==> src/quad_thrust_mixer_throttle_assert.svh <==
// Assertion macros for the quad thrust mixer block.
// Expects a clock named aclk and an active-low reset named aresetn in scope.
`ifndef QUAD_THRUST_MIXER_THROTTLE_ASSERT_SVH
`define QUAD_THRUST_MIXER_THROTTLE_ASSERT_SVH

// Consequent must hold in the same cycle as the antecedent.
`define QTM_ASSERT_NOW(label, ante, cons, msg) \
    label: assert property (@(posedge aclk) disable iff (!aresetn) (ante) |-> (cons)) \
        else $error(msg);

// Consequent must hold in the cycle after the antecedent.
`define QTM_ASSERT_NEXT(label, ante, cons, msg) \
    label: assert property (@(posedge aclk) disable iff (!aresetn) (ante) |=> (cons)) \
        else $error(msg);

`endif

==> src/qtm_pkg.sv <==
// Shared types, constants and helper functions of the quad thrust mixer.
// No dependencies; used by every module of the block.
package qtm_pkg;

    localparam int ADDR_W      = 5;
    localparam int DATA_W      = 32;
    localparam int NUM_MOTORS  = 4;
    localparam int MOTOR_IDX_W = 2;

    // Working widths.
    typedef logic signed [65:0] wide_t;   // product and sum width
    typedef logic signed [32:0] mop_t;    // multiplier operand
    typedef logic signed [31:0] q16_t;    // Q16.16 state value
    typedef logic signed [41:0] curve_t;  // saturated curve value
    typedef logic signed [47:0] horner_t; // first Horner term
    typedef logic [10:0]        pwm_t;
    typedef logic [2:0]         reg_idx_t;
    typedef logic [MOTOR_IDX_W-1:0] motor_idx_t;

    // Register indexes on the configuration port.
    localparam reg_idx_t REG_MIX_MODE     = 3'd0;
    localparam reg_idx_t REG_ARM_GAIN     = 3'd1;
    localparam reg_idx_t REG_HOVER_THRUST = 3'd2;
    localparam reg_idx_t REG_QUARTER_MASS = 3'd3;
    localparam reg_idx_t REG_CURVE_SQUARE = 3'd4;
    localparam reg_idx_t REG_CURVE_LINEAR = 3'd5;
    localparam reg_idx_t REG_CURVE_OFFSET = 3'd6;

    typedef enum logic [1:0] {
        MODE_PITCH = 2'd0,
        MODE_ROLL  = 2'd1,
        MODE_QUAD  = 2'd2,
        MODE_HOLD  = 2'd3
    } mix_mode_t;

    typedef struct packed {
        mix_mode_t          mix_mode;
        logic [30:0]        arm_gain;
        logic [30:0]        hover_thrust;
        logic [30:0]        quarter_mass;
        logic signed [31:0] curve_square;
        logic signed [31:0] curve_linear;
        logic signed [31:0] curve_offset;
    } qtm_cfg_t;

    // Hand-off from the curve sequencer to the PWM scaling stages.
    typedef struct packed {
        logic       valid;
        motor_idx_t idx;
    } qtm_post_t;

    typedef enum logic [4:0] {
        ST_IDLE,
        ST_FILT_KEEP,
        ST_FILT_TAKE,
        ST_FILT_DONE,
        ST_MIX_ROLL,
        ST_MIX_PITCH,
        ST_MIX_YAW,
        ST_MIX_BASE,
        ST_THRUST,
        ST_CRV_SQ,
        ST_CRV_T,
        ST_CRV_HI,
        ST_CRV_LO,
        ST_CRV_M,
        ST_DRAIN0,
        ST_DRAIN1,
        ST_OUT
    } qtm_state_t;

    // Arithmetic constants.
    localparam mop_t   FILT_KEEP    = 33'sd65208;
    localparam mop_t   FILT_TAKE    = 33'sd328;
    localparam mop_t   YAW_GAIN     = 33'sd930611;
    localparam wide_t  ROUND_HALF   = 66'sd32768;
    localparam wide_t  Q16_MAX      = 66'sd2147483647;
    localparam wide_t  Q16_MIN      = -66'sd2147483648;
    localparam wide_t  CURVE_SAT_W  = 66'sd1099511627776;
    localparam curve_t CURVE_SAT    = 42'sd1099511627776;
    localparam int     THR_MAX      = 850;
    localparam int     THR_MIN      = 100;
    localparam pwm_t   PWM_BASE     = 11'd1000;

    // Saturate a wide value to a signed 32-bit state value.
    function automatic q16_t sat32(input wide_t x);
        q16_t r;
        if (x > Q16_MAX) begin
            r = 32'sh7FFF_FFFF;
        end else if (x < Q16_MIN) begin
            r = 32'sh8000_0000;
        end else begin
            r = x[31:0];
        end
        return r;
    endfunction

endpackage

==> src/qtm_pwm_scale.sv <==
// Two-stage scaling of a saturated curve value to a PWM compare value.
// Depends on qtm_pkg; fed by the curve sequencer of the top level.
module qtm_pwm_scale (
    input  logic                aclk,
    input  logic                aresetn,
    input  qtm_pkg::qtm_post_t  post_in,
    input  qtm_pkg::curve_t     m_sat,
    output qtm_pkg::pwm_t       pwm_work [qtm_pkg::NUM_MOTORS]
);
    import qtm_pkg::*;

    logic signed [52:0] m_ext;
    logic signed [52:0] k_reg;
    logic signed [52:0] m8_reg;
    logic signed [52:0] scaled;
    logic signed [52:0] thr;
    logic [9:0]         thr_clamped;
    qtm_post_t          stage_reg;
    pwm_t               pwm_reg [NUM_MOTORS];

    assign m_ext    = {{11{m_sat[41]}}, m_sat};
    assign pwm_work = pwm_reg;

    // Times 1000 is times 1024 less times 16 less times 8; the division by
    // 2^24 may floor, since any negative value clamps to the minimum anyway.
    assign scaled = k_reg - m8_reg;
    assign thr    = scaled >>> 24;

    always_comb begin
        if (thr > 53'sd850) begin
            thr_clamped = 10'(THR_MAX);
        end else if (thr < 53'sd100) begin
            thr_clamped = 10'(THR_MIN);
        end else begin
            thr_clamped = thr[9:0];
        end
    end

    // First stage: two of the three shifted terms.
    always_ff @(posedge aclk) begin
        if (post_in.valid) begin
            k_reg  <= (m_ext <<< 10) - (m_ext <<< 4);
            m8_reg <= m_ext <<< 3;
        end
    end

    always_ff @(posedge aclk) begin
        if (!aresetn) begin
            stage_reg <= '0;
        end else begin
            stage_reg <= post_in;
        end
    end

    // Second stage: final term, clamp and offset into the motor's slot.
    always_ff @(posedge aclk) begin
        if (stage_reg.valid) begin
            pwm_reg[stage_reg.idx] <= pwm_t'({1'b0, thr_clamped}) + PWM_BASE;
        end
    end

endmodule

==> config.mk <==
export PLATFORM = sky130hd
export DESIGN_NAME = qtm_pwm_scale
export DESIGN_NICKNAME = d
export VERILOG_FILES = /design/src/quad_thrust_mixer_throttle_assert.svh /design/src/qtm_pkg.sv /design/src/qtm_pwm_scale.sv
export SDC_FILE = /design/constraint.sdc
export NUM_CORES = 1
export LEC_CHECK = 0
export BUFFER_PORTS_ARGS = -buffer_cell sky130_fd_sc_hd__clkbuf_2
export CAP_MARGIN = 15
export CORE_MARGIN = 4
export CORE_UTILIZATION = 56
export CTS_BUF_LIST = sky130_fd_sc_hd__clkbuf_8
export DETAILED_ROUTE_END_ITERATION = 8
export HOLD_SLACK_MARGIN = 0.08
export MAX_ROUTING_LAYER = met4
export PLACE_DENSITY = 0.86
export SYNTH_ARGS = -nofsm -noshare
export SYNTH_HDL_FRONTEND = slang
export SYNTH_SLANG_ARGS = --single-unit
==> constraint.sdc <==
create_clock -name aclk -period 4.25 [get_ports aclk]
set_clock_uncertainty 0.05 [all_clocks]
set_input_delay 0.2125 -clock aclk [delete_from_list [all_inputs] [get_ports aclk]]
set_output_delay 0.2125 -clock aclk [all_outputs]
set_load 0.05 [all_outputs]
Word-level counts from Yosys, hierarchy flattened. Index checks and enable logic that the tools add are counted.

Bits in registers: 142. Latch bits: 0. Memory bits (writable): 0. Memory bits (read-only): 0. Input bits: 47. Output and inout bits: 44. Word-level logic and storage cells: 22. Memories: 0.

$add $sub $neg: 3. Multiply operators: 0. Divide/modulo/power cells: 0. Order comparisons: 4. Eq/ne operators: 0. Shift operators: 0. Multiplexer cells: 5. Bitwise gates (word level): 1. Reduce and logical (&&, ||, !) cells: 1.

Operators by type and width (number): $sub 52x46->53 (1); $sub 53x45->53 (1); $bwmux 44 (1); $gt 29x11->1 const B (1); $lt 29x8->1 const B (1); $demux 11 s2 (1); $mux 10 (2); $add 10x10->11 const B (1); $mux 11 (1); $ge 3x3->1 const B (1); $lt 3x1->1 const B (1); $not 2->3 (1); $logic_and 1x1->1 (1).

Logic depth before layout (Yosys ltp). Gate-level depths: netlist of run 1.

Depth in word-level cells: 6. Gate-level depth with buffers: 21.

Worst setup path before layout of run 1. No wires, ideal clock.

Path kind: reg2reg. Start: register m8_reg[44] (netlist name). End: register pwm_reg (netlist bit pwm_work[18]) (data pin). Setup time: 0.264 ns. Arrival time: 3.785 ns. Path slack: 0.151 ns. Stages on the path, launching flop included: 20. Buffers on the path: 2. Clock period less this slack: 4.099 ns. Cell sequence: edfxtp_1 inv_1 ha_1 clkbuf_1 and3_1 a221oi_1 o21ai_0 a222oi_1 o211a_1 o211ai_1 nor4_1 nand4_1 nor4_4 and3_1 buf_2 a21oi_1 ha_1 nor3_1 xnor2_1 nor2_1.

Cells in the longest elaborated chain, start to end: 6. Elaborated cells between the ends (all ways): 7. Those cells by class: add/sub (2); order compare (2); mux (3).

Ends and longest elaborated chain: $sub 53x45->53 (*) (RTL line qtm_pwm_scale.sv:26) `assign scaled = k_reg - m8_reg;`; $lt 29x8->1 (RTL line qtm_pwm_scale.sv:32) `end else if (thr < 53'sd100) begin`; $mux 10 (RTL line qtm_pwm_scale.sv:32); $mux 10 (*) (RTL line qtm_pwm_scale.sv:30) `if (thr > 53'sd850) begin`; $add 10x10->11 (*) (RTL line qtm_pwm_scale.sv:58) `pwm_reg[stage_reg.idx] <= pwm_t'({1'b0, thr_clamped}) + PWM_BASE;`; $bwmux 44 (*) (RTL line qtm_pwm_scale.sv:58); end signal: indexed assignment (RTL line qtm_pwm_scale.sv:58); end: declaration (RTL line qtm_pwm_scale.sv:19) `pwm_t pwm_reg [NUM_MOTORS];`.

Mark *: on every way between the ends. The rest lies on a longest branch, timed or not. A chain may end at the register's enable or synchronous reset.

Final worst setup path of run 1.
Start: register k_reg[20]. End: register pwm_reg (netlist bit pwm_work[5]) (data pin).

Cells in the longest elaborated chain, start to end: 6. Elaborated cells between the ends (all ways): 7. Those cells by class: add/sub (2); order compare (2); mux (3).

Ends and longest elaborated chain: start: declaration (RTL line qtm_pwm_scale.sv:13) `logic signed [52:0] k_reg;`; start signal: assignment (RTL line qtm_pwm_scale.sv:42) `k_reg <= (m_ext <<< 10) - (m_ext <<< 4);`; $sub 53x45->53 (*) (RTL line qtm_pwm_scale.sv:26); $lt 29x8->1 (RTL line qtm_pwm_scale.sv:32); $mux 10 (RTL line qtm_pwm_scale.sv:32); $mux 10 (*) (RTL line qtm_pwm_scale.sv:30); $add 10x10->11 (*) (RTL line qtm_pwm_scale.sv:58); $bwmux 44 (*) (RTL line qtm_pwm_scale.sv:58).

Marks and branches as above.

==> flow_summary.json, run 1 <==
{
  "critPathMaxFanout": 5,
  "largest_register_ffs": 48,
  "final_antenna_net_count": 0,
  "rrSetupSlack_ns": 0.14,
  "syn_to_final_growth_pct": 21.2,
  "antenna_cells": 0,
  "gp_congestion": 0.960,
  "finalHoldViolCount": 0,
  "synth_adder_area_share": 0.118,
  "syn_inst": 1015,
  "worstPathRequired_ns": 4.44,
  "dp.cells": 1340,
  "clock_latency_ns": 0.46,
  "end_kind": "flip-flop",
  "final_nets": 1328,
  "ir_drop_mv": 0.241,
  "ys_seq_area_frac": 0.418,
  "cts_max_level": 4,
  "drc": 0,
  "synth-xor-area-share": 0.0600,
  "min_path_type": "in2reg",
  "post-route-util": 0.690,
  "synthArstFlopShare": 0,
  "grtUsageTotal": 0.263,
  "cts.sinks": 137,
  "synthSimpleGateAreaFrac": 0.130,
  "leakage_nw": 5.02,
  "ys.flop_type": "edfxtp_1",
  "firstDrtPassIters": 5,
  "ioPinCount": 91,
  "instances_no_fill": 1427,
  "initial_core_util": 0.569,
  "routedWlPerCell_um": 18.0,
  "slew_viol_final": 0,
  "ys_ff_latch": 137,
  "grt_pass1_vias": 8086,
  "setup_tns_ns": 0,
  "worst_pin_slew_ns": 0.994,
  "synth_top_family_by_area": "compound AO/OA/AOI/OAI gates",
  "drt_iter0_drc": 618,
  "cp-endpoint": "pwm_work[5]$_DFFE_PP_",
  "crit_arrival_ns": 4.30,
  "coreArea_mm2": 0.0172,
  "power.density_mw_per_mm2": 416,
  "syn-cell-area_mm2": 0.00978,
  "cts_root_buf": "clkbuf_8",
  "drive_gt1_frac": 0.191,
  "fmax_mhz": 243,
  "cp-startpoint": "k_reg[20]$_DFFE_PP_",
  "startpoint_type": "flip-flop",
  "dp_hpwl_um": 18500,
  "rows": 48,
  "avgSynthCellArea_um2": 9.63,
  "via_per_inst": 6.06,
  "clk_pin_slew_ns": 0.08,
  "synth_edf_count": 134,
  "cts_tree": "built",
  "drv_cap": 0,
  "status": "finished clean",
  "routed_wl_um": 25700,
  "dieArea_mm2": 0.0196,
  "port_buffers": 90,
  "antenna_found_initial": 0,
  "synth_warnings": 0,
  "die_h_um": 140,
  "numCtsBuffers": 17,
  "vias": 8644,
  "synth_compound_area_frac": 0.219,
  "crit_type": "reg2reg",
  "fp.dieW_um": 140,
  "synth_mux_area_frac": 0.00218,
  "reg2reg_from": "k_reg[20]$_DFFE_PP_",
  "p_total_mw": 4.93,
  "timing.rr.end": "pwm_work[5]$_DFFE_PP_",
  "slew_headroom": 0.335,
  "period_needed_ns": 4.11,
  "overflow": 0,
  "grt_pass1_wl_um": 40300,
  "yosys.cell_types.count": 68,
  "rr_worst_depth": 17,
  "setup_viol_count_final": 0,
  "cts.path.max_buffers": 2,
  "grt_max_degree": 66,
  "holdWs_ns": 0.316,
  "fin_crit_sh": 0.967
}
critical path, stage by stage (launching register included):
cell and delay (ns):
edfxtp_1 0.38, ha_1 0.39, a21oi_1 0.29, o21ai_0 0.26
a22oi_1 0.23, o211ai_1 0.13, a31oi_1 0.28, buf_4 0.19
a31oi_1 0.10, xnor2_1 0.18, nand2_1 0.12, nor4_4 0.28
buf_4 0.16, nand4_1 0.10, nor2_1 0.13, ha_2 0.23
buf_4 0.12, xor2_1 0.28
per-layer routing:
metal	vias up	part of all wire	GRT usage
met3	79	0.074	0.0485
met2	439	0.48	0.427
met4	0	0.034	0.0999
met5	-	0	-
met1	4012	0.41	0.328
li1	4114	-	-
cells by family after synthesis:
| family | Yosys count |
|---|---|
| adders and majority gates | 92 |
| DFF | 137 |
| AOI/OAI and AO/OA | 322 |
| other | 1 |
| muxes | 2 |
| buffers and inverters | 134 |
| xor gates and xnor gates | 67 |
| and+or+nand+nor | 260 |
metrics by stage:
| stage | worst slack (ns) | cell area (µm²) |
|---|---|---|
| 5_1_grt | -0.0648 | 11900 |
| 2_1_floorplan | 0.151 | 9790 |
| 6_report | 0.140 | 11900 |
| 3_5_place_dp | -0.0508 | 10700 |
| 3_3_place_gp | -0.00272 | 10700 |
| 4_1_cts | 0.0179 | 11500 |
worst min path at each step:
stage / cells after the start / startpoint / end
final: 1 / post_in[2] / k_reg[51]$_DFFE_PP_
after global placement: 1 / m_sat[41] / m8_reg[44]$_DFFE_PP_
after CTS: 1 / post_in[2] / k_reg[7]$_DFFE_PP_
after detailed placement: 1 / m_sat[41] / m8_reg[44]$_DFFE_PP_
after global routing: 1 / post_in[2] / k_reg[49]$_DFFE_PP_
after floorplan: 0 / m_sat[7] / m8_reg[10]$_DFFE_PP_
cell type report:
cell class / instances / area (µm²)
Sequential cell: 137 / 4080
Inverter: 109 / 409
Timing Repair Buffer: 177 / 1220
Clock buffer: 18 / 248
Tap cell: 225 / 282
Clock inverter: 14 / 171
Multi-Input combinational cell: 747 / 5440
Fill cell: 1285 / 5330
cells in the mapped netlist (all sizes together) (4+ instances only):
cell type,number,share of area
a211oi,16,0.014
o211a,5,0.0051
and2,8,0.0051
ha,92,0.12
nand3,10,0.0051
clkbuf,14,0.0054
o21a,15,0.012
a31oi,12,0.0092
and4,7,0.0063
or2,5,0.0032
nor2b,6,0.0038
xor2,17,0.015
nor4,6,0.0054
a21oi,104,0.055
nand4,27,0.017
o221ai,4,0.0042
o31ai,6,0.0046
and3,5,0.0032
nand2b,4,0.0026
o21ai,53,0.027
o211ai,19,0.015
or3,8,0.0051
o21bai,15,0.012
nor2,57,0.022
nor3,18,0.0092
inv,109,0.042
nand2,90,0.035
xnor2,50,0.045
edfxtp,134,0.41
a21o,35,0.027
a221oi,7,0.0069
buf,11,0.0056
timing repair:
action | in CTS | in global routing
gates resized for setup | 3 | 57
hold buffers | 46 | 0
endpoints found under the hold margin | 46 | 0
pin swaps | 0 | 16
setup endpoints to repair | 8 | 13
setup buffers | 0 | 9
placed cells by master (no fill, tap or decap), drive strengths merged, types with 4 or more instances in the layout:
master / synthesis / routed
inv: 109 / 111
conb: 1 / 4
nand2b: 4 / 4
nand4: 27 / 27
xnor2: 50 / 50
nor2b: 6 / 6
or3: 8 / 8
o211a: 5 / 5
and2: 8 / 8
o21a: 15 / 15
a21oi: 104 / 104
or2: 5 / 5
nand2: 90 / 90
a221oi: 7 / 7
o31ai: 6 / 6
and4: 7 / 7
nor3: 18 / 18
o211ai: 19 / 19
a21o: 35 / 35
a211oi: 16 / 16
clkbuf: 14 / 107
nand3: 10 / 10
a31oi: 12 / 12
clkinv: 0 / 6
and3: 5 / 5
o221ai: 4 / 4
nor4: 6 / 6
edfxtp: 134 / 134
nor2: 57 / 57
dlygate4sd3: 0 / 46
xor2: 17 / 17
o21ai: 53 / 53
buf: 11 / 42
ha: 92 / 92
o21bai: 15 / 15
power by group:
part	switching (mW)	internal (mW)	leakage, nW
Clock	0.533	0.598	0.205
Combinational	1.26	0.818	3.51
Sequential	0.0495	1.67	1.30
Power figures use the tool's default switching activity.
==> run 2: changes to the inputs <==
--- a/config.mk
+++ b/config.mk
@@ -5,10 +5,11 @@
 export SDC_FILE = /design/constraint.sdc
 export NUM_CORES = 1
 export LEC_CHECK = 0
+export ABC_AREA = 1
 export BUFFER_PORTS_ARGS = -buffer_cell sky130_fd_sc_hd__clkbuf_2
 export CAP_MARGIN = 15
 export CORE_MARGIN = 4
-export CORE_UTILIZATION = 56
+export CORE_UTILIZATION = 57
 export CTS_BUF_LIST = sky130_fd_sc_hd__clkbuf_8
 export DETAILED_ROUTE_END_ITERATION = 8
 export HOLD_SLACK_MARGIN = 0.08
==> run 2 against run 1 <==
Utilization down 2.1 points. Register-to-register slack better by 0.12 ns. Combinational power up 15%. Cell count up 52%. Worst hold slack worse by 0.063 ns. Clock power down 9%. Critical path type unchanged. Largest power group unchanged.
==> flow_summary.json, run 2 <==
{
  "seq_area_mm2": 0.00408,
  "slew_viol_final": 0,
  "largest_register_ffs": 48,
  "synthSimpleGateAreaFrac": 0.312,
  "min_path_type": "in2reg",
  "ys_ff_latch": 137,
  "ys_seq_area_frac": 0.348,
  "setup_viol_count_final": 0,
  "leakage_nw": 7.19,
  "rsz0062_at_grt": "no",
  "routed_wl_um": 33100,
  "clk_pin_slew_ns": 0.08,
  "path_cells": "inv_4 > ha_1 > a21oi_1 > nand2_1 > o21bai_1 > a21oi_1 > nand3_1 > nand2_1 > nand2_1 > nor2_1 > nand2_1 > nor2_1 > nand3_1 > nand2_2 > nor2_1 > nand2_2 > inv_1 > ha_1 > or2_2 > nor2_2 > nand4_1 > nand2_1 > inv_1",
  "drt_iter0_drc": 953,
  "drv_cap": 0,
  "grt_pass1_vias": 10904,
  "cts_max_level": 4,
  "antenna_cells": 0,
  "numCtsBuffers": 17,
  "ys_top_cells_by_count": "nand2_1 (584), inv_1 (390), nor2_1 (152)",
  "setup_tns_ns": 0,
  "ir_drop_mv": 0.243,
  "via_per_inst": 5.24,
  "synth_adder_area_share": 0.0982,
  "yosys.cell_types.count": 39,
  "clock_latency_ns": 0.47,
  "drc": 0,
  "holdWs_ns": 0.254,
  "synth-xor-area-share": 0.0366,
  "fill_cells": 1846,
  "synth_mux_area_frac": 0,
  "cts_root_buf": "clkbuf_8",
  "crit_arrival_ns": 4.14,
  "final_nets": 2034,
  "yosys.area.top_type_share": 0.343,
  "period_needed_ns": 3.99,
  "synth_top_family_by_area": "simple AND/OR/NAND/NOR gates",
  "ys_top_cells_by_area": "edfxtp_1 (34%), nand2_1 (19%), inv_1 (12%), ha_1 (9.8%), nor2_1 (4.9%)",
  "die_h_um": 151,
  "grt_max_degree": 53,
  "dieArea_mm2": 0.0229,
  "finalHoldViolCount": 0,
  "yosysMostFrequentCell": "nand2_1",
  "ioPinCount": 91,
  "yosys.area.top_type": "edfxtp_1",
  "grt_pass1_wl_um": 52400,
  "syn_inst": 1724,
  "gp_congestion": 1.01,
  "final_antenna_net_count": 0,
  "syn_to_final_growth_pct": 15.5,
  "multi_input_area_mm2": 0.00625,
  "ys.flop_type": "edfxtp_1",
  "fmax_mhz": 251,
  "cts.sinks": 137,
  "startpoint_type": "flip-flop",
  "end_kind": "flip-flop",
  "overflow": 0,
  "power.density_mw_per_mm2": 382,
  "crit_path_frequent_cell": "nand2_1",
  "port_buffers": 90,
  "crit_type": "reg2reg",
  "antenna_found_initial": 0,
  "layout_commonest_cell": "nand2_1",
  "final_cell_mix": "nand2_1 (582), inv_1 (390), nor2_1 (143)",
  "slew_headroom": 0.572,
  "worstPathRequired_ns": 4.40,
  "avgSynthCellArea_um2": 6.80,
  "status": "finished clean",
  "drive_gt1_frac": 0.0955,
  "fin_crit_sh": 0.939,
  "syn-cell-area_mm2": 0.0117,
  "coreArea_mm2": 0.0202,
  "synth_warnings": 0,
  "dp_hpwl_um": 27700,
  "firstDrtPassIters": 6,
  "initial_core_util": 0.579,
  "cpPeakStageDelay_ns": 0.44,
  "rows": 52,
  "routedWlPerCell_um": 15.2,
  "fp.dieW_um": 151,
  "synth_compound_area_frac": 0.0779,
  "cts.path.max_buffers": 2,
  "worst_pin_slew_ns": 0.643,
  "critPathMaxFanout": 8,
  "cts_tree": "built",
  "vias": 11392,
  "synthArstFlopShare": 0,
  "synth_edf_count": 134,
  "grtUsageTotal": 0.304,
  "cp_slowest_cell": "edfxtp_1"
}
[run 2: cell types whose count changed after synthesis, sizes merged, moves of 26 or more]
cell / change
o21ai: -26
nor2: +101
nand2: +499
a21o: -29
nand3: +65
inv: +282
xnor2: -30
[run 2: timing repair]
| action | in CTS | in global routing |
|---|---|---|
| hold buffers | 47 | 0 |
| endpoints found under the setup margin | 0 | 8 |
| endpoints found under the hold margin | 45 | 0 |
| resized for setup | 0 | 30 |
| setup buffers | 0 | 1 |
[run 2: worst max-delay path: cells and delay by family (launching register included)]
family                     cells  cell delay [ns]
and+or+nand+nor               15             1.74
AOI/OAI and AO/OA              3             0.69
adders and majority gates      2             0.54
DFF                            1             0.44
buffers and inverters          3             0.25
[run 2: kinds of logic (layout without fill, tap and decap cells)]
group	count (synthesis)	after routing
buffers and inverters	393	572
adders and majority gates	92	92
AOI/OAI and AO/OA	162	162
and+or+nand+nor	890	890
other	1	4
xor gates and xnor gates	49	49
DFF	137	137
[run 2: cell type report]
class,instances,area share
Multi-Input combinational cell,1197,0.462
Sequential cell,137,0.302
Inverter,391,0.109
Timing Repair Buffer,151,0.0760
Tap cell,270,0.0250
Clock buffer,17,0.0173
Clock inverter,13,0.00980
[run 2: path summary, 6_finish.rpt]
| check | start | endpoint | slack [ns] | depth (start not counted) |
|---|---|---|---|---|
| max | m8_reg[44]$_DFFE_PP_ | pwm_work[9]$_DFFE_PP_ | 0.26 | 23 |
| min | post_in[2] | m8_reg[17]$_DFFE_PP_ | 0.25 | 1 |
| max reg2reg | m8_reg[44]$_DFFE_PP_ | pwm_work[9]$_DFFE_PP_ | 0.26 | 23 |
| min reg2reg | stage_reg[0]$_SDFF_PN0_ | pwm_work[18]$_DFFE_PP_ | 0.71 | 2 |
[run 2: stage by stage]
step                setup WS [ns]  std cells  power, mW  utilization  cell area [µm²]
CTS                        0.0691       2175       5.11        0.664            13400
global placement            0.182       2098       4.00        0.623            12600
floorplan                   0.788       1727       3.42            -            11700
detailed placement         0.0895       2098       4.05        0.623            12600
finish                      0.259       2176       5.17        0.669            13500
global route             0.000639       2176       5.54        0.669            13500
[run 2: routing by layer]
metal / vias to the layer above / GRT usage / wire length [µm] / part of all wire
met4: 0 / 0.136 / 1380 / 0.042
met1: 5101 / 0.380 / 14200 / 0.43
li1: 5772 / - / - / -
met3: 84 / 0.0320 / 2110 / 0.064
met2: 435 / 0.499 / 15400 / 0.47
met5: - / - / 0 / 0
[run 2: power by group]
| part | internal (mW) | switching, mW | leakage (nW) | total, mW |
|---|---|---|---|---|
| Sequential | 1.71 | 0.0456 | 1.30 | 1.76 |
| Combinational | 0.764 | 1.62 | 5.70 | 2.39 |
| Clock | 0.510 | 0.516 | 0.186 | 1.03 |
| Total | 2.98 | 2.19 | 7.19 | 5.17 |
