<file path="src/quad_thrust_mixer_throttle_assert.svh">
// Assertion macros for the quad thrust mixer block.
// Expects a clock named aclk and an active-low reset named aresetn in scope.
`ifndef QUAD_THRUST_MIXER_THROTTLE_ASSERT_SVH
`define QUAD_THRUST_MIXER_THROTTLE_ASSERT_SVH

// Consequent must hold in the same cycle as the antecedent.
`define QTM_ASSERT_NOW(label, ante, cons, msg) \
    label: assert property (@(posedge aclk) disable iff (!aresetn) (ante) |-> (cons)) \
        else $error(msg);

// Consequent must hold in the cycle after the antecedent.
`define QTM_ASSERT_NEXT(label, ante, cons, msg) \
    label: assert property (@(posedge aclk) disable iff (!aresetn) (ante) |=> (cons)) \
        else $error(msg);

`endif

</file>
<file path="src/qtm_pkg.sv">
// Shared types, constants and helper functions of the quad thrust mixer.
// No dependencies; used by every module of the block.
package qtm_pkg;

    localparam int ADDR_W      = 5;
    localparam int DATA_W      = 32;
    localparam int NUM_MOTORS  = 4;
    localparam int MOTOR_IDX_W = 2;

    // Working widths.
    typedef logic signed [65:0] wide_t;   // product and sum width
    typedef logic signed [32:0] mop_t;    // multiplier operand
    typedef logic signed [31:0] q16_t;    // Q16.16 state value
    typedef logic signed [41:0] curve_t;  // saturated curve value
    typedef logic signed [47:0] horner_t; // first Horner term
    typedef logic [10:0]        pwm_t;
    typedef logic [2:0]         reg_idx_t;
    typedef logic [MOTOR_IDX_W-1:0] motor_idx_t;

    // Register indexes on the configuration port.
    localparam reg_idx_t REG_MIX_MODE     = 3'd0;
    localparam reg_idx_t REG_ARM_GAIN     = 3'd1;
    localparam reg_idx_t REG_HOVER_THRUST = 3'd2;
    localparam reg_idx_t REG_QUARTER_MASS = 3'd3;
    localparam reg_idx_t REG_CURVE_SQUARE = 3'd4;
    localparam reg_idx_t REG_CURVE_LINEAR = 3'd5;
    localparam reg_idx_t REG_CURVE_OFFSET = 3'd6;

    typedef enum logic [1:0] {
        MODE_PITCH = 2'd0,
        MODE_ROLL  = 2'd1,
        MODE_QUAD  = 2'd2,
        MODE_HOLD  = 2'd3
    } mix_mode_t;

    typedef struct packed {
        mix_mode_t          mix_mode;
        logic [30:0]        arm_gain;
        logic [30:0]        hover_thrust;
        logic [30:0]        quarter_mass;
        logic signed [31:0] curve_square;
        logic signed [31:0] curve_linear;
        logic signed [31:0] curve_offset;
    } qtm_cfg_t;

    // Hand-off from the curve sequencer to the PWM scaling stages.
    typedef struct packed {
        logic       valid;
        motor_idx_t idx;
    } qtm_post_t;

    typedef enum logic [4:0] {
        ST_IDLE,
        ST_FILT_KEEP,
        ST_FILT_TAKE,
        ST_FILT_DONE,
        ST_MIX_ROLL,
        ST_MIX_PITCH,
        ST_MIX_YAW,
        ST_MIX_BASE,
        ST_THRUST,
        ST_CRV_SQ,
        ST_CRV_T,
        ST_CRV_HI,
        ST_CRV_LO,
        ST_CRV_M,
        ST_DRAIN0,
        ST_DRAIN1,
        ST_OUT
    } qtm_state_t;

    // Arithmetic constants.
    localparam mop_t   FILT_KEEP    = 33'sd65208;
    localparam mop_t   FILT_TAKE    = 33'sd328;
    localparam mop_t   YAW_GAIN     = 33'sd930611;
    localparam wide_t  ROUND_HALF   = 66'sd32768;
    localparam wide_t  Q16_MAX      = 66'sd2147483647;
    localparam wide_t  Q16_MIN      = -66'sd2147483648;
    localparam wide_t  CURVE_SAT_W  = 66'sd1099511627776;
    localparam curve_t CURVE_SAT    = 42'sd1099511627776;
    localparam int     THR_MAX      = 850;
    localparam int     THR_MIN      = 100;
    localparam pwm_t   PWM_BASE     = 11'd1000;

    // Saturate a wide value to a signed 32-bit state value.
    function automatic q16_t sat32(input wide_t x);
        q16_t r;
        if (x > Q16_MAX) begin
            r = 32'sh7FFF_FFFF;
        end else if (x < Q16_MIN) begin
            r = 32'sh8000_0000;
        end else begin
            r = x[31:0];
        end
        return r;
    endfunction

endpackage

</file>
<file path="src/qtm_cfg_regs.sv">
// Configuration register file on an APB-style port for the quad thrust mixer.
// Depends on qtm_pkg for the register layout and reset values.
module qtm_cfg_regs (
    input  logic                        aclk,
    input  logic                        aresetn,
    input  logic                        psel,
    input  logic                        penable,
    input  logic                        pwrite,
    input  logic [qtm_pkg::ADDR_W-1:0]  paddr,
    input  logic [qtm_pkg::DATA_W-1:0]  pwdata,
    output logic [qtm_pkg::DATA_W-1:0]  prdata,
    output logic                        pready,
    output qtm_pkg::qtm_cfg_t           cfg
);
    import qtm_pkg::*;

    qtm_cfg_t cfg_reg;
    qtm_cfg_t cfg_next;
    reg_idx_t reg_idx;
    logic     wr_en;

    assign pready  = 1'b1;
    assign reg_idx = paddr[ADDR_W-1:2];
    assign wr_en   = psel & penable & pwrite;
    assign cfg     = cfg_reg;

    // Write decode; addresses beyond the last register are ignored.
    always_comb begin
        cfg_next = cfg_reg;
        if (wr_en) begin
            case (reg_idx)
                REG_MIX_MODE:     cfg_next.mix_mode     = mix_mode_t'(pwdata[1:0]);
                REG_ARM_GAIN:     cfg_next.arm_gain     = pwdata[30:0];
                REG_HOVER_THRUST: cfg_next.hover_thrust = pwdata[30:0];
                REG_QUARTER_MASS: cfg_next.quarter_mass = pwdata[30:0];
                REG_CURVE_SQUARE: cfg_next.curve_square = $signed(pwdata);
                REG_CURVE_LINEAR: cfg_next.curve_linear = $signed(pwdata);
                REG_CURVE_OFFSET: cfg_next.curve_offset = $signed(pwdata);
                default: ;
            endcase
        end
    end

    always_ff @(posedge aclk) begin
        if (!aresetn) begin
            cfg_reg.mix_mode     <= MODE_HOLD;
            cfg_reg.arm_gain     <= '0;
            cfg_reg.hover_thrust <= '0;
            cfg_reg.quarter_mass <= '0;
            cfg_reg.curve_square <= 32'sd7396;
            cfg_reg.curve_linear <= 32'sd979118;
            cfg_reg.curve_offset <= 32'sd215185;
        end else begin
            cfg_reg <= cfg_next;
        end
    end

    // Read back, zero-extended to the bus width.
    always_comb begin
        case (reg_idx)
            REG_MIX_MODE:     prdata = {30'd0, cfg_reg.mix_mode};
            REG_ARM_GAIN:     prdata = {1'b0, cfg_reg.arm_gain};
            REG_HOVER_THRUST: prdata = {1'b0, cfg_reg.hover_thrust};
            REG_QUARTER_MASS: prdata = {1'b0, cfg_reg.quarter_mass};
            REG_CURVE_SQUARE: prdata = cfg_reg.curve_square;
            REG_CURVE_LINEAR: prdata = cfg_reg.curve_linear;
            REG_CURVE_OFFSET: prdata = cfg_reg.curve_offset;
            default:          prdata = '0;
        endcase
    end

endmodule

</file>
<file path="config.mk">
export PLATFORM = sky130hd
export DESIGN_NAME = qtm_cfg_regs
export DESIGN_NICKNAME = d
export VERILOG_FILES = /design/src/quad_thrust_mixer_throttle_assert.svh /design/src/qtm_pkg.sv /design/src/qtm_cfg_regs.sv
export SDC_FILE = /design/constraint.sdc
export NUM_CORES = 1
export LEC_CHECK = 0
export BUFFER_PORTS_ARGS = -buffer_cell sky130_fd_sc_hd__clkbuf_2
export CORE_ASPECT_RATIO = 0.5
export CORE_UTILIZATION = 55
export CTS_BUF_LIST = sky130_fd_sc_hd__clkbuf_16
export DETAILED_ROUTE_END_ITERATION = 12
export PLACE_DENSITY_LB_ADDON = 0.1
export REMOVE_ABC_BUFFERS = 1
export SETUP_SLACK_MARGIN = 0.4
export SYNTH_ARGS = -nofsm -noshare
export SYNTH_HDL_FRONTEND = slang
export SYNTH_SLANG_ARGS = --single-unit
</file>
<file path="constraint.sdc">
create_clock -name aclk -period 4.15 [get_ports aclk]
set_input_delay 0.415 -clock aclk [delete_from_list [all_inputs] [get_ports aclk]]
set_output_delay 0.415 -clock aclk [all_outputs]
set_load 0.01 [all_outputs]
</file>
; Word level (Yosys, flattened, before mapping)
; Index checks and enable logic that the tools add are counted.
[totals]
ff_bits = 191
input_bits = 42
output_inout_bits = 224
[op_classes]
n_eq_ne = 6
n_mux = 1
bitwise = 2
n_reduce_logical = 8
[op_table]
columns = op, count
row1 = one-hot mux 32 bit (7 select lines), 1
row2 = AND reduction 2 bit, 7
row3 = "equality test 3 bit, second input constant", 3
row4 = "equality test 3 x 2 -> 1 bit, second input constant", 2
row5 = "equality test 3 x 1 -> 1 bit, second input constant", 1
row6 = zero test 3 bit, 1
row7 = AND 1 bit, 2

; Depth between registers and ports, before layout
; Gate-level depths: netlist (run 1).
[depth]
depth_word = 3
mapped_depth = 6
ltp_nobuf = 3

; Worst setup path before layout (run 1)
; Ideal clock, no wire load.
[synth_path]
path_kind = input to output
startpoint = input port paddr[2] (netlist name)
endpoint = output port prdata[15] (netlist name)
arrival_time_ns = 1.550
slack_ns = 2.185
cell_stages = 6
n_path_buf = 3
path_cell_list = buf_2 -> buf_2 -> buf_2 -> mux2_2 -> nand2_1 -> o221ai_1
[synth_between]
elab_chain_cells = 2
elab_cells_between_ends = 8
[synth_rtl]
columns = element, line
row1 = from (decl), qtm_cfg_regs.sv:9  ; input logic [qtm_pkg::ADDR_W-1:0] paddr,
row2 = "equality test 3 bit, or another cell as far along", qtm_cfg_regs.sv:60  ; case (reg_idx)
row3 = one-hot mux 32 bit (7 select lines) (*), qtm_cfg_regs.sv:60
row4 = to (decl), qtm_cfg_regs.sv:11  ; output logic [qtm_pkg::DATA_W-1:0] prdata,
; Mark *: on every way between the ends. The rest lies on a longest branch, timed or not.

; Worst setup path in the final report (run 1)
[layout_path]
startpoint = input port paddr[4] (netlist name)
endpoint = output port prdata[30] (netlist name)
; Same word-level chain as after synthesis.

==> results.toml, run 1 <==
[yosys]
yosysTopAreaCell = "dfxtp_1"
synth-main-ff-cell = "dfxtp_1"
syn_area_per_cell_um2 = 9.57
ys_seq_area_share_pct = 45.1
syn_inst = 887
netlist_top_cells_area = "dfxtp_1 45%, mux2i_1 20%, nand2_1 9.6%, mux2_2 5.2%, a22oi_1 3.7%"
netlist_area_um2 = 8480
yosysUniqueCellTypes = 37
synth_edf_count = 0
synth_top_area_share_pct = 45.1
ys_warn_count = 0
synth_top_cells_by_count = "217 x nand2_1, 191 x dfxtp_1, 172 x mux2i_1"
async_flop_share_pct = 0
yosysMostFrequentCell = "nand2_1"
ys_ff_latch = 191

[clock_network]
cts.hold.buffers_added = 0
htree_num_levels = 4
clk_latency_ns = 0.42
clkSinkCount = 191
cts_tree = "built"
root_buffer = "clkbuf_16"
cts_buffers = 17
clk_pin_slew_ns = 0.07
clock_path_buffers = 2
cts-resized-gates = 0
cts_setup_buffers = 0

[timing]
setup_ws_ns = 1.07
finalCriticalPeriod_ns = 3.08
fmax_ghz = 0.325
finalSetupTns_ns = 0
finalHoldViolCount = 0
rsz0062_at_grt = "no"
finalMaxSlewViolations = 0
worst_pin_slew_ns = 1.15
slew_headroom_pct = 23.6
skew_ns = 0
layout_worst_path_cycle_share_pct = 74.2
finalSetupViolations = 0
whs_ns = 0.264

[finish]
fin_util_pct = 70.5
antenna-diode-count = 0
syn2layout_area_growth_pct = 22.9
drive_gt1_share_pct = 32.4
layout.nets = 1149
largest_reg_flops = 191

[pwr]
power_uw = 3720
p_per_area_nw_per_um2 = 357
power_leakage_uw = 0.00481
ir_worst_vdd_uv = 199

[route]
dr.first_iter.drc_count = 626
first_pass_iters = 5
ant_nets = 0
avgViaCountPerCell = 5.81
routedWlPerCell_um = 19.9
wirelength_mm = 26.2
drc = 0
dr_total_vias = 7663

[global_routing]
grt_max_degree = 106
grt-ovfl-total = 0
track_usage_pct = 32.2
grt_pass1_wl_mm = 39.6
antenna_found_initial = 0
grt_pass1_vias = 7179

[placed_design]
gp_congestion = 0.845
place_ws_ns = 1.15
io_buffers = 262
dp_hpwl_mm = 17.3

[floorplan]
start_util_pct = 57.4
fp.coreArea_um2 = 14800
io_pins = 266
fp.dieH_um = 89.8
fp.dieW_um = 178
dieArea_um2 = 16000
std_cell_rows = 31

[critical_path]
critPathKind = "in -> out"
cp_data_arrival_time_ns = 2.67
critical_path_required_ns = 3.73
reg2reg_depth = 2
endpoint_kind = "output port"
cp_max_fo = 23
crit_path_start_kind = "input port"

[run]
drv_cap = 0

[worst_hold_path]
hold_depth = 3
hold_class = "in -> reg"

[status]
status = "finished, final reports clean"
layout by cell type (no fill, tap or decap), types with 2 or more instances in the layout:
cell         n
clkbuf_2   261
inv_6        2
mux2i_1    172
a22oi_1     42
o211ai_1    19
nand3_1      4
a31oi_1      3
nor4_1       2
inv_1       19
o21ai_0     30
o311ai_0     5
nor2b_2      3
buf_4       15
inv_8        3
clkbuf_16   17
a221oi_1    12
mux2_2      39
nand2b_1     2
buf_12       4
a21oi_1      9
clkinv_4     5
o221ai_1    19
nor2_4       3
nand2_1    217
nor2b_1      3
dfxtp_1    191
clkinv_1     2
worst max-delay path: stages:
cell      delay (ns)
clkbuf_2        0.39
buf_4           0.38
nor2b_1         0.81
a22oi_1         0.21
o221ai_1        0.23
clkbuf_2        0.21
worst paths after layout:
kind                            startpoint         end  slack, ns
worst max-delay path              paddr[4]  prdata[30]       1.07
worst min register to register    cfg[149]    cfg[149]       0.47
worst min-delay path            pwdata[15]     cfg[47]       0.26
worst max register to register     cfg[75]     cfg[75]       3.35
metrics by stage:
step	area, µm²	cells
after detailed placement	9870	1286
after global routing	10400	1318
after CTS	10400	1318
after global placement	9870	1286
final	10400	1318
after floorplan	8080	807
layer usage:
metal / vias up / routed length (µm) / global-route usage, %
li1: 3580 / - / -
met1: 3687 / 11600 / 44.0
met2: 349 / 11800 / 50.4
met3: 47 / 2250 / 7.78
met4: 0 / 517 / 9.12
met5: - / 0 / 0
area by class of cell:
cell class	count	area, µm²
Fill cell	1196	4350
Multi-Input combinational cell	597	4210
Sequential cell	191	3820
Timing Repair Buffer	281	1510
Clock buffer	17	425
Tap cell	198	248
Clock inverter	15	131
Inverter	19	71.3
cell families after synthesis:
| family | count (synthesis) | synth area share [%] |
|---|---|---|
| AOI/OAI and AO/OA | 142 | 11.9 |
| buffers and inverters | 99 | 5.60 |
| DFF | 191 | 45.1 |
| muxes | 212 | 25.7 |
| other | 1 | 0.0442 |
| and+or+nand+nor | 242 | 11.7 |
power by group:
| group | internal (µW) | switching [µW] |
|---|---|---|
| clock network | 788 | 774 |
| registers | 1850 | 12.6 |
| logic | 96.3 | 201 |
No activity file was read; power rests on OpenSTA's default activity.
==> inputs of run 2 (changes only) <==
--- a/config.mk
+++ b/config.mk
@@ -5,9 +5,10 @@
 export SDC_FILE = /design/constraint.sdc
 export NUM_CORES = 1
 export LEC_CHECK = 0
+export ABC_AREA = 1
 export BUFFER_PORTS_ARGS = -buffer_cell sky130_fd_sc_hd__clkbuf_2
 export CORE_ASPECT_RATIO = 0.5
-export CORE_UTILIZATION = 55
+export CORE_UTILIZATION = 52
 export CTS_BUF_LIST = sky130_fd_sc_hd__clkbuf_16
 export DETAILED_ROUTE_END_ITERATION = 12
 export PLACE_DENSITY_LB_ADDON = 0.1
==> constraint.sdc (replaced) <==
create_clock -name aclk -period 3.1 [get_ports aclk]
set_input_delay 0.31 -clock aclk [delete_from_list [all_inputs] [get_ports aclk]]
set_output_delay 0.31 -clock aclk [all_outputs]
set_load 0.01 [all_outputs]
==> run 2 against run 1 <==
Hold slack worse by 0.15 ns. Combinational power up 72%. Power up 37%. Clock power up 33%. Synthesized cell count up 67%. Utilization down 3.9 points.
==> results.toml, run 2 <==
[status]
status = "finished, final reports clean"

[yosys]
netlist_area_um2 = 9140
yosysMostFrequentCell = "nand2_1"
yosysUniqueCellTypes = 16
synth_top_cells_by_count = "496 x nand2_1, 368 x nor2_1, 191 x dfxtp_1"
yosysTopAreaCell = "dfxtp_1"
netlist_top_cells_area = "dfxtp_1 42%, nand2_1 20%, nor2_1 15%, nand3_1 8.5%, nand4_1 4.6%"
synth-main-ff-cell = "dfxtp_1"
synth_top_area_share_pct = 41.8
syn_inst = 1478
syn_area_per_cell_um2 = 6.18
async_flop_share_pct = 0
synth_edf_count = 0
ys_warn_count = 0
ys_ff_latch = 191
ys_seq_area_share_pct = 41.8

[timing]
worst_pin_slew_ns = 1.15
skew_ns = 0
rsz0062_at_grt = "no"
finalCriticalPeriod_ns = 2.49
finalSetupTns_ns = 0
layout_worst_path_cycle_share_pct = 80.3
fmax_ghz = 0.402
finalHoldViolCount = 0
finalMaxSlewViolations = 0
finalSetupViolations = 0
slew_headroom_pct = 23.4
setup_ws_ns = 0.610

[critical_path]
endpoint_kind = "output port"
cp_data_arrival_time_ns = 2.18
reg2reg_depth = 2
critPathKind = "in -> out"
crit_path_start_kind = "input port"
critical_path_required_ns = 2.79
cp_max_fo = 16

[placed_design]
dp_hpwl_mm = 19.8
place_area_um2 = 10600
place_ws_ns = 0.648
gp_congestion = 0.853
io_buffers = 262

[pwr]
p_per_area_nw_per_um2 = 456
power_leakage_uw = 0.00556
ir_worst_vdd_uv = 376
power_uw = 5090

[clock_network]
cts.hold.buffers_added = 0
clk_latency_ns = 0.43
clock_path_buffers = 2
cts_tree = "built"
cts-resized-gates = 0
clk_pin_slew_ns = 0.08
root_buffer = "clkbuf_16"
cts_buffers = 17
cts_setup_buffers = 0
htree_num_levels = 4
clkSinkCount = 191

[global_routing]
track_usage_pct = 32.9
grt_pass1_vias = 9013
antenna_found_initial = 0
grt-ovfl-total = 0
grt_pass1_wl_mm = 46.5
grt_max_degree = 124

[route]
highest_layer = "met4"
dr_total_vias = 10140
wirelength_mm = 30.1
first_pass_iters = 5
ant_nets = 0
routedWlPerCell_um = 15.6
dr_wl_met2_mm = 13.7
wl_met3_mm = 2.93
avgViaCountPerCell = 5.27
dr.first_iter.drc_count = 799
met1_length_mm = 13.1
drc = 0

[finish]
final_common_cell = "nand2_1"
final_cell_mix = "496 x nand2_1, 362 x nor2_1, 260 x clkbuf_2"
fill_cells = 1599
drive_gt1_share_pct = 19.9
fin_util_pct = 66.6
final_area_um2 = 11200
syn2layout_area_growth_pct = 22.1
antenna-diode-count = 0
largest_reg_flops = 191
layout.nets = 1725

[floorplan]
fp.dieW_um = 190
start_util_pct = 54.5
std_cell_rows = 33
dieArea_um2 = 18100
io_pins = 266
fp.dieH_um = 95.8
fp.coreArea_um2 = 16800

[worst_hold_path]
hold_depth = 3
hold_class = "in -> reg"

[run]
drv_cap = 0
run 2: cell count changes after synthesis, moves of 19 or more:
cell / before / now
nor2_1: 2 / 368
inv_1: 18 / 64
o221ai_1: 19 / 0
a22oi_1: 42 / 0
nand2_1: 217 / 496
nand4_1: 0 / 67
mux2_2: 39 / 0
o211ai_1: 19 / 0
nand3_1: 4 / 155
mux2i_1: 172 / 0
buf_2: 20 / 50
run 2: path summary, 6_finish.rpt:
kind | start | endpoint | slack (ns)
setup / recovery | paddr[3] | prdata[16] | 0.61
hold / removal | pwdata[13] | cfg[45] | 0.11
setup reg to reg | cfg[134] | cfg[134] | 2.41
hold reg to reg | cfg[70] | cfg[70] | 0.49
run 2: metrics by stage:
step	cells	hold slack, ns
2_1_floorplan	1370	0.395
3_3_place_gp	1891	0.470
3_5_place_dp	1891	0.477
4_1_cts	1923	0.103
5_1_grt	1923	0.118
6_report	1923	0.109
run 2: power by group:
part	total, µW	leakage [µW]	internal [µW]	switching [µW]
Clock	2070	0.000260	1040	1030
Sequential	2510	0.00154	2480	25.9
Combinational	510	0.00376	151	359
Total	5090	0.00556	3680	1420
run 2: kinds of logic (layout without fill, tap and decap cells):
group / after synthesis / count (layout) / share of synthesized area, %
DFF: 191 / 191 / 41.8
buffers and inverters: 175 / 393 / 8.03
and+or+nand+nor: 1092 / 1092 / 49.1
AOI/OAI and AO/OA: 19 / 19 / 1.04
other: 1 / 1 / 0.0410
run 2: final cells by class:
class | count | area (µm²) | area share [%]
well taps | 227 | 284 | 2.54
multi-input cells | 1112 | 4640 | 41.6
inverters | 67 | 251 | 2.25
clock buffers | 17 | 425 | 3.81
clock inverters | 15 | 114 | 1.02
repair buffers | 294 | 1620 | 14.5
flip-flops and latches | 191 | 3820 | 34.2
run 2: per-layer routing:
| layer | global-route usage (%) | vias up |
|---|---|---|
| met2 | 55.3 | 420 |
| li1 | - | 5029 |
| met1 | 42.3 | 4652 |
| met5 | 0 | - |
| met3 | 8.13 | 39 |
| met4 | 9.14 | 0 |
run 2: worst max-delay path: stages:
cell and delay [ns]:
clkbuf_2 0.34, buf_4 0.28, nand2_1 0.11, nor2_4 0.49, buf_4 0.30, nand2_1 0.07
nand2_1 0.06, nor2_1 0.04, nand2_1 0.05, clkbuf_2 0.12
==> inputs of run 3 (changes only) <==
--- a/config.mk
+++ b/config.mk
@@ -5,10 +5,10 @@
 export SDC_FILE = /design/constraint.sdc
 export NUM_CORES = 1
 export LEC_CHECK = 0
-export ABC_AREA = 1
+export ABC_AREA = 0
 export BUFFER_PORTS_ARGS = -buffer_cell sky130_fd_sc_hd__clkbuf_2
 export CORE_ASPECT_RATIO = 0.5
-export CORE_UTILIZATION = 52
+export CORE_UTILIZATION = 51
 export CTS_BUF_LIST = sky130_fd_sc_hd__clkbuf_16
 export DETAILED_ROUTE_END_ITERATION = 12
 export PLACE_DENSITY_LB_ADDON = 0.1
==> constraint.sdc (replaced) <==
create_clock -name aclk -period 2.5 [get_ports aclk]
set_input_delay 0.25 -clock aclk [delete_from_list [all_inputs] [get_ports aclk]]
set_output_delay 0.25 -clock aclk [all_outputs]
set_load 0.01 [all_outputs]
==> run 3 against run 2 <==
Power increased by 18%. Critical path type unchanged. Cell count shrank 29%. Register-to-register slack got worse by 0.64 ns. Largest cell class unchanged. Clock power grew 17%. Sequential power rose by 23%. Final area is 5.5% lower. Highest routed layer unchanged. Die area decreased by 5.3%.
==> results.toml, run 3 (synthesis results as in run 1) <==
[worst_hold_path]
hold_class = "in -> reg"

[timing]
finalSetupTns_ns = 0
rsz0062_at_grt = "no"
whs_ns = 0.0945
slew_headroom_pct = 25.2
worst_pin_slew_ns = 1.12
skew_ns = 0
finalHoldViolCount = 0
fmax_ghz = 0.489
finalMaxSlewViolations = 0
layout_worst_path_cycle_share_pct = 81.8
finalCriticalPeriod_ns = 2.04
finalSetupViolations = 0

[clock_network]
htree_num_levels = 4
cts.hold.buffers_added = 0
cts-resized-gates = 0
clk_pin_slew_ns = 0.07
clock_path_buffers = 2
root_buffer = "clkbuf_16"
clkSinkCount = 191
clk_latency_ns = 0.41
cts_tree = "built"
cts_setup_buffers = 0
cts_buffers = 17

[run]
drv_cap = 0

[status]
status = "finished, final reports clean"

[route]
wirelength_mm = 26.9
avgViaCountPerCell = 5.66
routedWlPerCell_um = 19.8
first_pass_iters = 5
dr.first_iter.drc_count = 603
ant_nets = 0
drc = 0
dr_total_vias = 7680

[pwr]
ir_worst_vdd_uv = 459
power_uw = 6030
power_leakage_uw = 0.00487
p_per_area_nw_per_um2 = 571

[critical_path]
crit_path_start_kind = "input port"
cp_data_arrival_time_ns = 1.79
critical_path_required_ns = 2.25
cp_max_fo = 10
endpoint_kind = "output port"
critPathKind = "in -> out"

[finish]
final_common_cell = "clkbuf_2"
syn2layout_area_growth_pct = 24.4
final_cell_mix = "261 x clkbuf_2, 217 x nand2_1, 191 x dfxtp_1"
drive_gt1_share_pct = 33.1
final_area_um2 = 10600
largest_reg_flops = 191
layout.nets = 1167
antenna-diode-count = 0
fin_cells = 1357

[placed_design]
dp_hpwl_mm = 18.1
place_area_um2 = 10000
gp_congestion = 0.826
io_buffers = 262
dp_cells = 1327

[global_routing]
track_usage_pct = 31.0
grt-ovfl-total = 0
antenna_found_initial = 0
grt_max_degree = 62
grt_pass1_vias = 7208
grt_pass1_wl_mm = 40.4

[floorplan]
std_cell_rows = 32
fp.dieH_um = 93.2
fp.dieW_um = 184
fp.coreArea_um2 = 15800
dieArea_um2 = 17200
start_util_pct = 53.6
io_pins = 266
-- run 3: changes by cell type in the layout (fill, tap and decap cells not counted), moves of 19 or more --
| cell | previous run | this run |
|---|---|---|
| nor2_1 | 362 | 1 |
| nand2_1 | 496 | 217 |
| mux2i_1 | 0 | 172 |
| nand3_1 | 155 | 4 |
| nand4_1 | 67 | 0 |
| inv_1 | 65 | 21 |
| a22oi_1 | 0 | 42 |
| mux2_2 | 0 | 39 |
| o211ai_1 | 0 | 19 |
| o221ai_1 | 0 | 19 |
-- run 3: metal layers --
| metal | part of all wire, % | vias to the layer above | global-route usage (%) |
|---|---|---|---|
| met1 | 44 | 3718 | 40.9 |
| met2 | 46 | 329 | 50.9 |
| li1 | - | 3603 | - |
| met3 | 8.6 | 30 | 6.97 |
| met5 | 0 | - | 0 |
| met4 | 1.2 | 0 | 8.68 |
-- run 3: final timing paths --
check             start   endpoint  slack (ns)  cells after the start
max            paddr[2]  prdata[3]        0.46                      6
min          pwdata[10]    cfg[74]        0.09                      3
max reg2reg     cfg[35]    cfg[35]        1.77                      2
min reg2reg    cfg[140]   cfg[140]        0.47                      2
-- run 3: cell type report --
| class | instances | area, µm² |
|---|---|---|
| clock buffer | 17 | 425 |
| clock inverter | 13 | 81.3 |
| fill | 1299 | 5260 |
| inverter | 19 | 71.3 |
| multi-input combinational | 597 | 4220 |
| sequential | 191 | 3820 |
| tap | 221 | 277 |
| timing repair buffer | 299 | 1660 |
-- run 3: power breakdown --
group	switching [µW]	leakage, µW	internal (µW)
Clock	1170	0.000238	1250
Sequential	20.8	0.00154	3070
Combinational	342	0.00309	179
Total	1540	0.00487	4490
-- run 3: worst max-delay path, stage by stage --
cell      delay (ns)
clkbuf_2        0.26
nor2b_4         0.40
buf_4           0.30
a22oi_1         0.13
o221ai_1        0.23
clkbuf_2        0.20
-- run 3: stage by stage --
| stage | util [%] | setup slack [ns] |
|---|---|---|
| after floorplan | - | -0.263 |
| after global placement | 63.5 | 0.372 |
| after detailed placement | 63.5 | 0.314 |
| after CTS | 66.7 | 0.492 |
| after global routing | 66.7 | 0.405 |
| final | 66.7 | 0.456 |
